`config.mk`:
```
export PLATFORM = sky130hd
export DESIGN_NAME = tccw_rows
export DESIGN_NICKNAME = d
export VERILOG_FILES = /design/src/rtl/tccw_pkg.sv /design/src/rtl/tccw_rows.sv
export SDC_FILE = /design/constraint.sdc
export NUM_CORES = 1
export LEC_CHECK = 0
export BUFFER_PORTS_ARGS = -buffer_cell sky130_fd_sc_hd__buf_4
export CORE_ASPECT_RATIO = 2
export CORE_MARGIN = 8
export CORE_UTILIZATION = 50
export DETAILED_ROUTE_END_ITERATION = 10
export GPL_ROUTABILITY_DRIVEN = 0
export HOLD_SLACK_MARGIN = 0.05
export PLACE_DENSITY_LB_ADDON = 0.05
export REMOVE_ABC_BUFFERS = 1
export SLEW_MARGIN = 15
export SYNTH_ARGS = -nofsm -noshare
export SYNTH_HDL_FRONTEND = slang
export SYNTH_SLANG_ARGS = --single-unit
```
`constraint.sdc`:
```
create_clock -name clk -period 4.7 [get_ports clk]
set_input_delay 0.47 -clock clk [delete_from_list [all_inputs] [get_ports clk]]
set_output_delay 0.47 -clock clk [all_outputs]
set_load 0.005 [all_outputs]
```
`src/rtl/tccw_pkg.sv`:
```
`default_nettype none

package tccw_pkg;

  // Screen geometry.
  localparam int COLUMNS = 80;
  localparam int LINES   = 25;
  localparam int CELLS   = COLUMNS * LINES;

  // Field widths of the ports.
  localparam int CMD_W  = 1;
  localparam int CHAR_W = 8;
  localparam int COL_W  = 7;
  localparam int LINE_W = 5;
  localparam int CELL_W = 16;
  localparam int ATTR_W = 8;

  // Widths of the physical row index and of a store address.
  localparam int ROW_W  = $clog2(LINES);
  localparam int ADDR_W = $clog2(CELLS);

  localparam logic [ATTR_W-1:0] ATTR_RESET = 8'd10;

  localparam logic [CHAR_W-1:0] CH_NUL       = 8'h00;
  localparam logic [CHAR_W-1:0] CH_NEWLINE   = 8'h0A;
  localparam logic [CHAR_W-1:0] CH_SPACE     = 8'h20;
  localparam logic [CHAR_W-1:0] CH_UNPRINT   = 8'h3F;
  localparam logic [CHAR_W-1:0] CH_TILDE     = 8'h7E;

  localparam logic [CMD_W-1:0] CMD_PUT  = 1'b0;
  localparam logic [CMD_W-1:0] CMD_READ = 1'b1;

  // Update of the per-row bookkeeping.
  typedef struct packed {
    logic              we;
    logic [ROW_W-1:0]  row;
    logic [COL_W-1:0]  fill;
    logic              blank_we;
    logic [ATTR_W-1:0] blank_attr;
  } row_upd_t;

  // Registered answer of a row lookup.
  typedef struct packed {
    logic              from_mem;
    logic [CELL_W-1:0] blank_cell;
  } row_look_t;

endpackage

`default_nettype wire

```
`src/rtl/tccw_rows.sv`:
```
`default_nettype none

module tccw_rows (
  input  wire logic                       clk,
  input  wire logic                       rst,
  input  wire tccw_pkg::row_upd_t         upd,
  input  wire logic                       look_en,
  input  wire logic [tccw_pkg::ROW_W-1:0] look_row,
  input  wire logic [tccw_pkg::COL_W-1:0] look_col,
  output tccw_pkg::row_look_t             look
);
  import tccw_pkg::*;

  // Cells at or beyond a row's fill count have never been written since the
  // row was last blanked and read as that row's blank value.
  logic [COL_W-1:0]  fill   [LINES];
  logic              spaced [LINES];
  logic [ATTR_W-1:0] battr  [LINES];

  always_ff @(posedge clk) begin
    if (rst) begin
      for (int i = 0; i < LINES; i++) begin
        fill[i]   <= '0;
        spaced[i] <= 1'b0;
      end
    end else begin
      if (upd.we) begin
        fill[upd.row] <= upd.fill;
      end
      if (upd.blank_we) begin
        spaced[upd.row] <= 1'b1;
      end
    end
  end

  always_ff @(posedge clk) begin
    if (upd.blank_we) begin
      battr[upd.row] <= upd.blank_attr;
    end
  end

  always_ff @(posedge clk) begin
    if (look_en) begin
      look.from_mem   <= look_col < fill[look_row];
      look.blank_cell <= spaced[look_row] ? {battr[look_row], CH_SPACE} : '0;
    end
  end

endmodule

`default_nettype wire

```
==> impl_metrics.toml, run 1 <==
[sta]
finalSetupTns_ns = 0
fin_crit_sh_pct = 60.6
holdWs_ns = 0.227
fin_ws_ns = 1.85
setup_violations = 0
max_freq_mhz = 351
hold_viol = 0
slew_headroom_pct = 26.7
grt_setup_unrepaired = "no"
finClkSkew_ns = 0.0207
worst_pin_slew_ns = 1.10
fin_crit_ns = 2.85
final_max_slew_viol_count = 0

[clock_network]
root_buffer = "clkbuf_16"
ctsResizeCount = 0
clkLatencyLatePin_ns = 0.55
postCtsSetupRepairBufs = 0
numCtsBuffers = 41
path_clk_slew_ns = 0.07
cts_hold_buf = 0
cts_tree = "done"
h-tree-depth = 2
cts_buffer_depth = 3
cts_sinks = 466

[detailed_routing]
routed-via-count = 9991
dr.pass1.iters = 5
wl_um = 48300
vias_per_cell = 5.73
drtAntennaViolNets = 0
drc = 0
drt_iter0_drc = 580
wl_per_cell_um = 27.7

[critical_path]
end_kind = "flip-flop"
worst-r2r-setup-slack_ns = 2.01
crit_slowest_cell = "mux4_2"
cp_max_fo = 38
crit_type = "input pin to flip-flop"
critPathArrivalTime_ns = 3.14
crit_buf_inv = 2
cp_top_family = "multiplexers"
slowest_delay_ns = 0.54
crit_path_start_kind = "input pin"
cp_cell_sequence = "buf_6 > buf_12 > mux4_2 > mux2i_1 > a32oi_1 > o21ai_1 > ha_1 > o2111ai_1 > nor4_1 > nor3_1"
critPathRequiredTime_ns = 4.99

[pwr]
powerDensity_mw_per_mm2 = 394
p_seq_share_pct = 55.5
leakage_nw = 7.27
max-vdd-ir-drop_mv = 0.303
power.switching_mw = 1.83
power_frac_comb_pct = 6.8
clockPowerShare_pct = 37.7
power.internal_mw = 6.65
power_switching_share_pct = 21.6

[die]
rows = 102
core_mm2 = 0.0387
die-area_mm2 = 0.0460
die_w_um = 156
initial_core_util_pct = 50.5
dieHeight_um = 296
ios = 54

[yosys]
synthFlopType = "edfxtp_1"
synth_edf_count = 434
netlist_area_mm2 = 0.0195
synth_seq_area_share_pct = 70.0
syn_inst = 1162
async_flop_share_pct = 0
syn_avg_cell_area_um2 = 16.8
synth_cell_types = 43
yosysWarnings = 0
ys_ff_latch = 466

[cells_and_area]
multi_input_area_mm2 = 0.00547
fill_cells = 3098
seqCellArea_mm2 = 0.0137
area_delta_synth_final_pct = 10.2
final_common_cell = "edfxtp_1"
final_cell_mix = "434 x edfxtp_1, 175 x and2_1, 115 x nor2_1"
fin_area_mm2 = 0.0215
drive_above_1_share_pct = 19.5
antenna_cells = 0
nets = 1244

[global_route]
antenna_found_initial = 0
grt_usage_pct = 21.6
grt_pass1_vias = 10717
grt_max_degree = 52
gr-total-overflow = 0
grt_pass1_wl_um = 71400

[flow_run]
max-cap-violations = 0

[placed_design]
detailed_place_hpwl_um = 33600
port-buffer-count = 46
place_ws_ns = 1.27
place_area_mm2 = 0.0203

[hold_path]
hold_class = "input pin to flip-flop"

[status]
status = "completed"
-- synthesized netlist by cell type, drive strengths merged (7+ instances only) --
| library cell | n | area share [%] |
|---|---|---|
| a22oi | 17 | 0.68 |
| a21o | 7 | 0.27 |
| nand3 | 13 | 0.36 |
| a21oi | 9 | 0.23 |
| edfxtp | 434 | 67 |
| mux2i | 40 | 2.0 |
| or2 | 26 | 0.83 |
| and2 | 175 | 5.6 |
| dfxtp | 32 | 3.3 |
| nand2b | 9 | 0.29 |
| buf | 35 | 1.3 |
| mux4 | 104 | 12 |
| nand2 | 41 | 0.79 |
| clkbuf | 37 | 0.77 |
| o21ai | 23 | 0.59 |
| nor2 | 115 | 2.2 |
| a2111oi | 8 | 0.36 |
-- logic make-up after synthesis --
group / Yosys count / synth area share, %
AND/OR/NAND/NOR: 396 / 10.7
adder cells (fa/ha/maj): 6 / 0.384
multiplexers: 144 / 14.2
AO/OA/AOI/OAI: 74 / 2.57
buffers and inverters: 75 / 2.16
flip-flops: 466 / 70.0
other: 1 / 0.0192
-- layout make-up --
class | instances | area share, %
flip-flops and latches | 466 | 63.5
multi-input cells | 627 | 25.4
clock buffers | 61 | 5.40
well taps | 520 | 3.02
repair buffers | 62 | 2.35
clock inverters | 6 | 0.302
inverters | 3 | 0.0523
-- sequential cells by signal, summed over array words and instances, names as in the netlist --
| signal | flops |
|---|---|
| fill | 224 |
| battr | 200 |
| spaced | 32 |
| look | 10 |
-- worst register-to-register path: stages, from the launching register on --
cell	delay (ns)
edfxtp_1	0.42
mux4_2	0.54
mux4_2	0.52
o21ai_1	0.16
ha_1	0.24
o2111ai_1	0.27
o21ai_0	0.14
nor3_1	0.23
-- power groups by stage --
stage               registers [mW]  clock network [mW]  logic (mW)
floorplan                     4.77                   0       0.279
global placement              4.79                   0       0.581
detailed placement            4.80                   0       0.585
CTS                           4.71                3.25       0.586
global route                  4.71                3.39       0.612
finish                        4.71                3.20       0.574
-- worst paths after layout --
path	startpoint	endpoint	depth (start not counted)
max	look_row[0]	look[16]$_DFFE_PP_	10
min	upd[17]	spaced[27]$_DFF_P_	2
max reg2reg	fill[18][3]$_SDFFCE_PN0P_	look[16]$_DFFE_PP_	7
min reg2reg	spaced[25]$_DFF_P_	spaced[25]$_DFF_P_	1
-- layer usage --
layer | global-route usage (%) | wire, µm | vias up
met3 | 2.55 | 1470 | 83
met1 | 21.9 | 16500 | 5211
li1 | - | - | 4482
met5 | 0 | 0 | -
met4 | 10.5 | 2340 | 0
met2 | 42.5 | 28000 | 215
-- through the flow --
stage          util, %  std cells  power (mW)
3_3_place_gp      52.5       1678        5.38
2_1_floorplan        -       1096        5.05
6_report          55.7       1745        8.48
5_1_grt           55.7       1745        8.72
4_1_cts           55.7       1745        8.55
3_5_place_dp      52.5       1678        5.38
No activity file was read; power rests on OpenSTA's default activity.
==> run 2: changes to the inputs <==
clock period = 2.7 ns   (was 4.7 ns; I/O delays follow)
==> run 2 against run 1 <==
Compared with the run above: sequential share of layout area fell by 2.6 points; clock skew barely moved; register-to-register slack got worse by 2.0 ns; combinational power rose by 97%; first-iteration DRC count rose by 6.2%; wire length rose by 4.0%; via count rose by 4.4%; global-route usage rose by 0.83 points.
==> impl_metrics.toml, run 2 (same netlist as run 1, synthesis figures left out) <==
[status]
status = "completed"

[critical_path]
crit_path_start_kind = "flip-flop"
end_kind = "flip-flop"
r2r_cells = 8
critPathRequiredTime_ns = 3.10
critPathArrivalTime_ns = 3.05
crit_slowest_cell = "mux4_2"
crit_type = "flip-flop to flip-flop"
r2r_start = "fill[24][1]$_SDFFCE_PN0P_"
worst-r2r-setup-slack_ns = 0.05
cp-startpoint = "fill[24][1]$_SDFFCE_PN0P_"
cp_common_cell = "mux4_2"
cp_cell_sequence = "mux4_2 > mux4_2 > o21ai_4 > ha_4 > a21o_1 > a211oi_2 > o21ai_1 > nor3_2"
slowest_delay_ns = 0.51
cp_max_fo = 2

[sta]
max_freq_mhz = 377
slew_headroom_pct = 54.2
fin_crit_sh_pct = 98.3
final_max_slew_viol_count = 0
fin_ws_ns = 0.0466
finClkSkew_ns = 0.0206
finalSetupTns_ns = 0
fin_crit_ns = 2.65
setup_violations = 0
worst_pin_slew_ns = 0.685
hold_viol = 0
grt_setup_unrepaired = "yes"

[flow_run]
max-cap-violations = 0

[die]
dieHeight_um = 296
ios = 54
rows = 102
initial_core_util_pct = 50.5
die-area_mm2 = 0.0460
die_w_um = 156
core_mm2 = 0.0387

[cells_and_area]
top_register = "fill"
area_delta_synth_final_pct = 14.9
final_cell_mix = "434 x edfxtp_1, 175 x and2_1, 154 x buf_4"
antenna_cells = 0
largest_reg_flops = 224
reg_top3 = "fill x224, battr x200, spaced x32"
seqCellArea_mm2 = 0.0137
final_common_cell = "edfxtp_1"
nets = 1349
drive_above_1_share_pct = 26.4
multi_input_area_mm2 = 0.00552
fin_area_mm2 = 0.0224
fill_cells = 3007

[detailed_routing]
routed-via-count = 10434
wl_um = 50200
drtAntennaViolNets = 0
wl_per_cell_um = 27.1
drc = 0
dr.pass1.iters = 5
drt_iter0_drc = 616
vias_per_cell = 5.62

[hold_path]
hold_class = "input pin to flip-flop"
whs_path_depth = 1
hp-start = "upd[2]"

[placed_design]
detailed_place_hpwl_um = 36000
place_area_mm2 = 0.0211
place_ws_ns = -0.156
port-buffer-count = 46

[global_route]
antenna_found_initial = 1
grt_usage_pct = 22.5
grt_pass1_vias = 11154
gr-total-overflow = 0
grt_pass1_wl_um = 73000
grt_max_degree = 52

[pwr]
leakage_nw = 7.84
finalPower_mw = 14.8
max-vdd-ir-drop_mv = 0.537
powerDensity_mw_per_mm2 = 660

[clock_network]
clkLatencyLatePin_ns = 0.55
cts_tree = "done"
h-tree-depth = 2
numCtsBuffers = 41
cts_buffer_depth = 3
root_buffer = "clkbuf_16"
path_clk_slew_ns = 0.07
cts_sinks = 466
[run 2: changes by cell type in the layout (fill, tap and decap cells not counted), moves of 2 or more]
cell           before  now
buf_4              58  154
buf_12              3    8
clkbuf_1           15   10
clkinv_1            1    6
clkinv_2            3    8
dlygate4sd3_1       0    4
inv_6               0    2
nor4_1              2    0
nor4_2              0    2
[run 2: routing by layer]
metal	track usage [%]	share of wire, %
met5	0	0
met4	13.6	6.2
met3	2.69	4.0
met2	44.5	58
met1	21.3	31
[run 2: critical path, delay by kind of cell, from the launching register on]
kind | cells | cell delay [ns]
mux | 2 | 1.02
compound gates | 4 | 0.63
flops | 1 | 0.46
fa+ha+maj | 1 | 0.22
simple gates | 1 | 0.16
[run 2: per-stage QoR]
| stage | hold WS, ns | cells | util [%] |
|---|---|---|---|
| after floorplan | 0.342 | 1096 | - |
| after global placement | 0.407 | 1779 | 54.6 |
| after detailed placement | 0.412 | 1779 | 54.6 |
| after CTS | 0.0972 | 1855 | 57.9 |
| after global routing | 0.102 | 1855 | 58.0 |
| final | 0.116 | 1855 | 58.0 |
[run 2: worst paths after layout]
| kind | endpoint |
|---|---|
| max | look[16]$_DFFE_PP_ |
| min | battr[21][2]$_DFFE_PP_ |
| max reg2reg | look[16]$_DFFE_PP_ |
| min reg2reg | spaced[25]$_DFF_P_ |
[run 2: power by group]
| part | switching (mW) | internal [mW] |
|---|---|---|
| Sequential | 0.0810 | 8.11 |
| Combinational | 0.645 | 0.480 |
| Clock | 2.55 | 2.95 |
| Total | 3.27 | 11.5 |
[run 2: timing repair]
item | 4_1_cts | 5_1_grt
buffers inserted | 0 | 0
endpoints found under the setup margin | 1 | 1
hold buffers | 4 | 0
pin swaps | 1 | 5
endpoints found under the hold margin | 12 | 0
gates resized for setup | 0 | 9
[run 2: cell type report]
| cell class | count | share of cell area (%) |
|---|---|---|
| multi-input combinational | 627 | 24.6 |
| clock buffer | 55 | 5.03 |
| sequential | 466 | 60.9 |
| tap | 520 | 2.90 |
| timing repair buffer | 167 | 6.09 |
| clock inverter | 17 | 0.396 |
| inverter | 3 | 0.0502 |
==> run 3: changes to the inputs <==
clock period = 2.9 ns   (was 2.7 ns; I/O delays follow)
==> run 3 against run 2 <==
Compared with the run above: wire length grew 1.1%; combinational power fell by 9.7%; critical path depth unchanged; utilization about the same.
==> impl_metrics.toml, run 3 (same netlist as run 1, synthesis figures left out) <==
[clock_network]
postCtsSetupRepairBufs = 0
cts_buffer_depth = 3
clkLatencyLatePin_ns = 0.56
cts_tree = "done"
path_clk_slew_ns = 0.07
cts_hold_buf = 4
root_buffer = "clkbuf_16"
ctsResizeCount = 0
h-tree-depth = 2
numCtsBuffers = 42
cts_sinks = 466

[pwr]
leakage_nw = 7.86
max-vdd-ir-drop_mv = 0.463
powerDensity_mw_per_mm2 = 638
finalPower_mw = 14.3

[critical_path]
slowest_delay_ns = 0.50
crit_path_start_kind = "flip-flop"
crit_slowest_cell = "mux4_2"
crit_type = "flip-flop to flip-flop"
end_kind = "flip-flop"
cp_top_family = "multiplexers"
cp_common_cell = "mux4_2"
cp_cell_sequence = "mux4_2 > mux4_2 > o21ai_1 > ha_1 > a21o_1 > a211oi_1 > o21ai_0 > nor3_1"
r2r_cells = 8
cp_max_fo = 2
crit_buf_inv = 0
cp_num_cells = 8
critPathArrivalTime_ns = 3.18
critPathRequiredTime_ns = 3.29

[cells_and_area]
antenna_cells = 0
post-route-util_pct = 58.1
nets = 1337
top_register = "fill"
final_cells = 1848
area_delta_synth_final_pct = 14.9
final_cell_mix = "434 x edfxtp_1, 175 x and2_1, 143 x buf_4"
drive_above_1_share_pct = 25.9
largest_reg_flops = 224
fin_area_mm2 = 0.0225
reg_top3 = "fill x224, battr x200, spaced x32"
final_common_cell = "edfxtp_1"

[placed_design]
place_ws_ns = -0.0397
dp.cells = 1766
port-buffer-count = 46
detailed_place_hpwl_um = 36600
place_area_mm2 = 0.0210

[detailed_routing]
wl_per_cell_um = 27.5
vias_per_cell = 5.64
drtAntennaViolNets = 0
drt_iter0_drc = 609
wl_um = 50800
dr.pass1.iters = 7
routed-via-count = 10415
drc = 0

[sta]
setup_violations = 0
grt_setup_unrepaired = "no"
worst_pin_slew_ns = 0.731
hold_viol = 0
slew_headroom_pct = 51.1
fin_crit_ns = 2.79
final_max_slew_viol_count = 0
finClkSkew_ns = 0.0217
fin_ws_ns = 0.113
max_freq_mhz = 359
finalSetupTns_ns = 0
fin_crit_sh_pct = 96.1
holdWs_ns = 0.125

[die]
die-area_mm2 = 0.0460
initial_core_util_pct = 50.5
die_w_um = 156
ios = 54
core_mm2 = 0.0387
rows = 102
dieHeight_um = 296

[global_route]
grt_max_degree = 38
grt_usage_pct = 22.7
grt_pass1_wl_um = 73900
antenna_found_initial = 0
gr-total-overflow = 0
grt_pass1_vias = 11122

[status]
status = "completed"

[hold_path]
whs_path_depth = 1
hold_class = "input pin to flip-flop"

[flow_run]
max-cap-violations = 0
-- run 3: cell count changes in the layout (fill, tap and decap cells not counted), moves of 2 or more --
cell	change
buf_4	-11
bufinv_16	+4
clkinv_1	-4
clkbuf_2	+3
buf_12	-2
clkbuf_8	+2
clkinv_8	+2
nor4_1	+2
nor4_2	-2
-- run 3: area by class of cell --
| type | count | area (µm²) |
|---|---|---|
| clock buffer | 60 | 1190 |
| clock inverter | 18 | 216 |
| fill | 3058 | 16200 |
| inverter | 3 | 11.3 |
| multi-input combinational | 627 | 5470 |
| sequential | 466 | 13700 |
| tap | 520 | 651 |
| timing repair buffer | 154 | 1240 |
-- run 3: worst paths after layout --
path,start,slack (ns),to
worst min-delay path,upd[2],0.13,battr[23][2]$_DFFE_PP_
worst min register to register,spaced[30]$_DFF_P_,0.43,spaced[30]$_DFF_P_
worst max-delay path,fill[24][1]$_SDFFCE_PN0P_,0.11,look[16]$_DFFE_PP_
worst max register to register,fill[24][1]$_SDFFCE_PN0P_,0.11,look[16]$_DFFE_PP_
-- run 3: worst register-to-register path, cell delays in order (launching register included) --
cell      delay (ns)
edfxtp_1        0.47
mux4_2          0.51
mux4_2          0.48
o21ai_1         0.17
ha_1            0.27
a21o_1          0.16
a211oi_1        0.23
o21ai_0         0.12
nor3_1          0.22
-- run 3: power by group --
group          switching (mW)  internal (mW)
clock                    2.44           3.25
combinational           0.589          0.428
sequential             0.0790           7.55
total                    3.11           11.2
-- run 3: routing by layer --
metal	vias up	wire length, µm	GRT usage, %
li1	4685	-	-
met1	5352	16100	21.4
met2	266	30100	45.7
met3	112	1640	2.22
met4	0	2920	12.5
met5	-	0	0
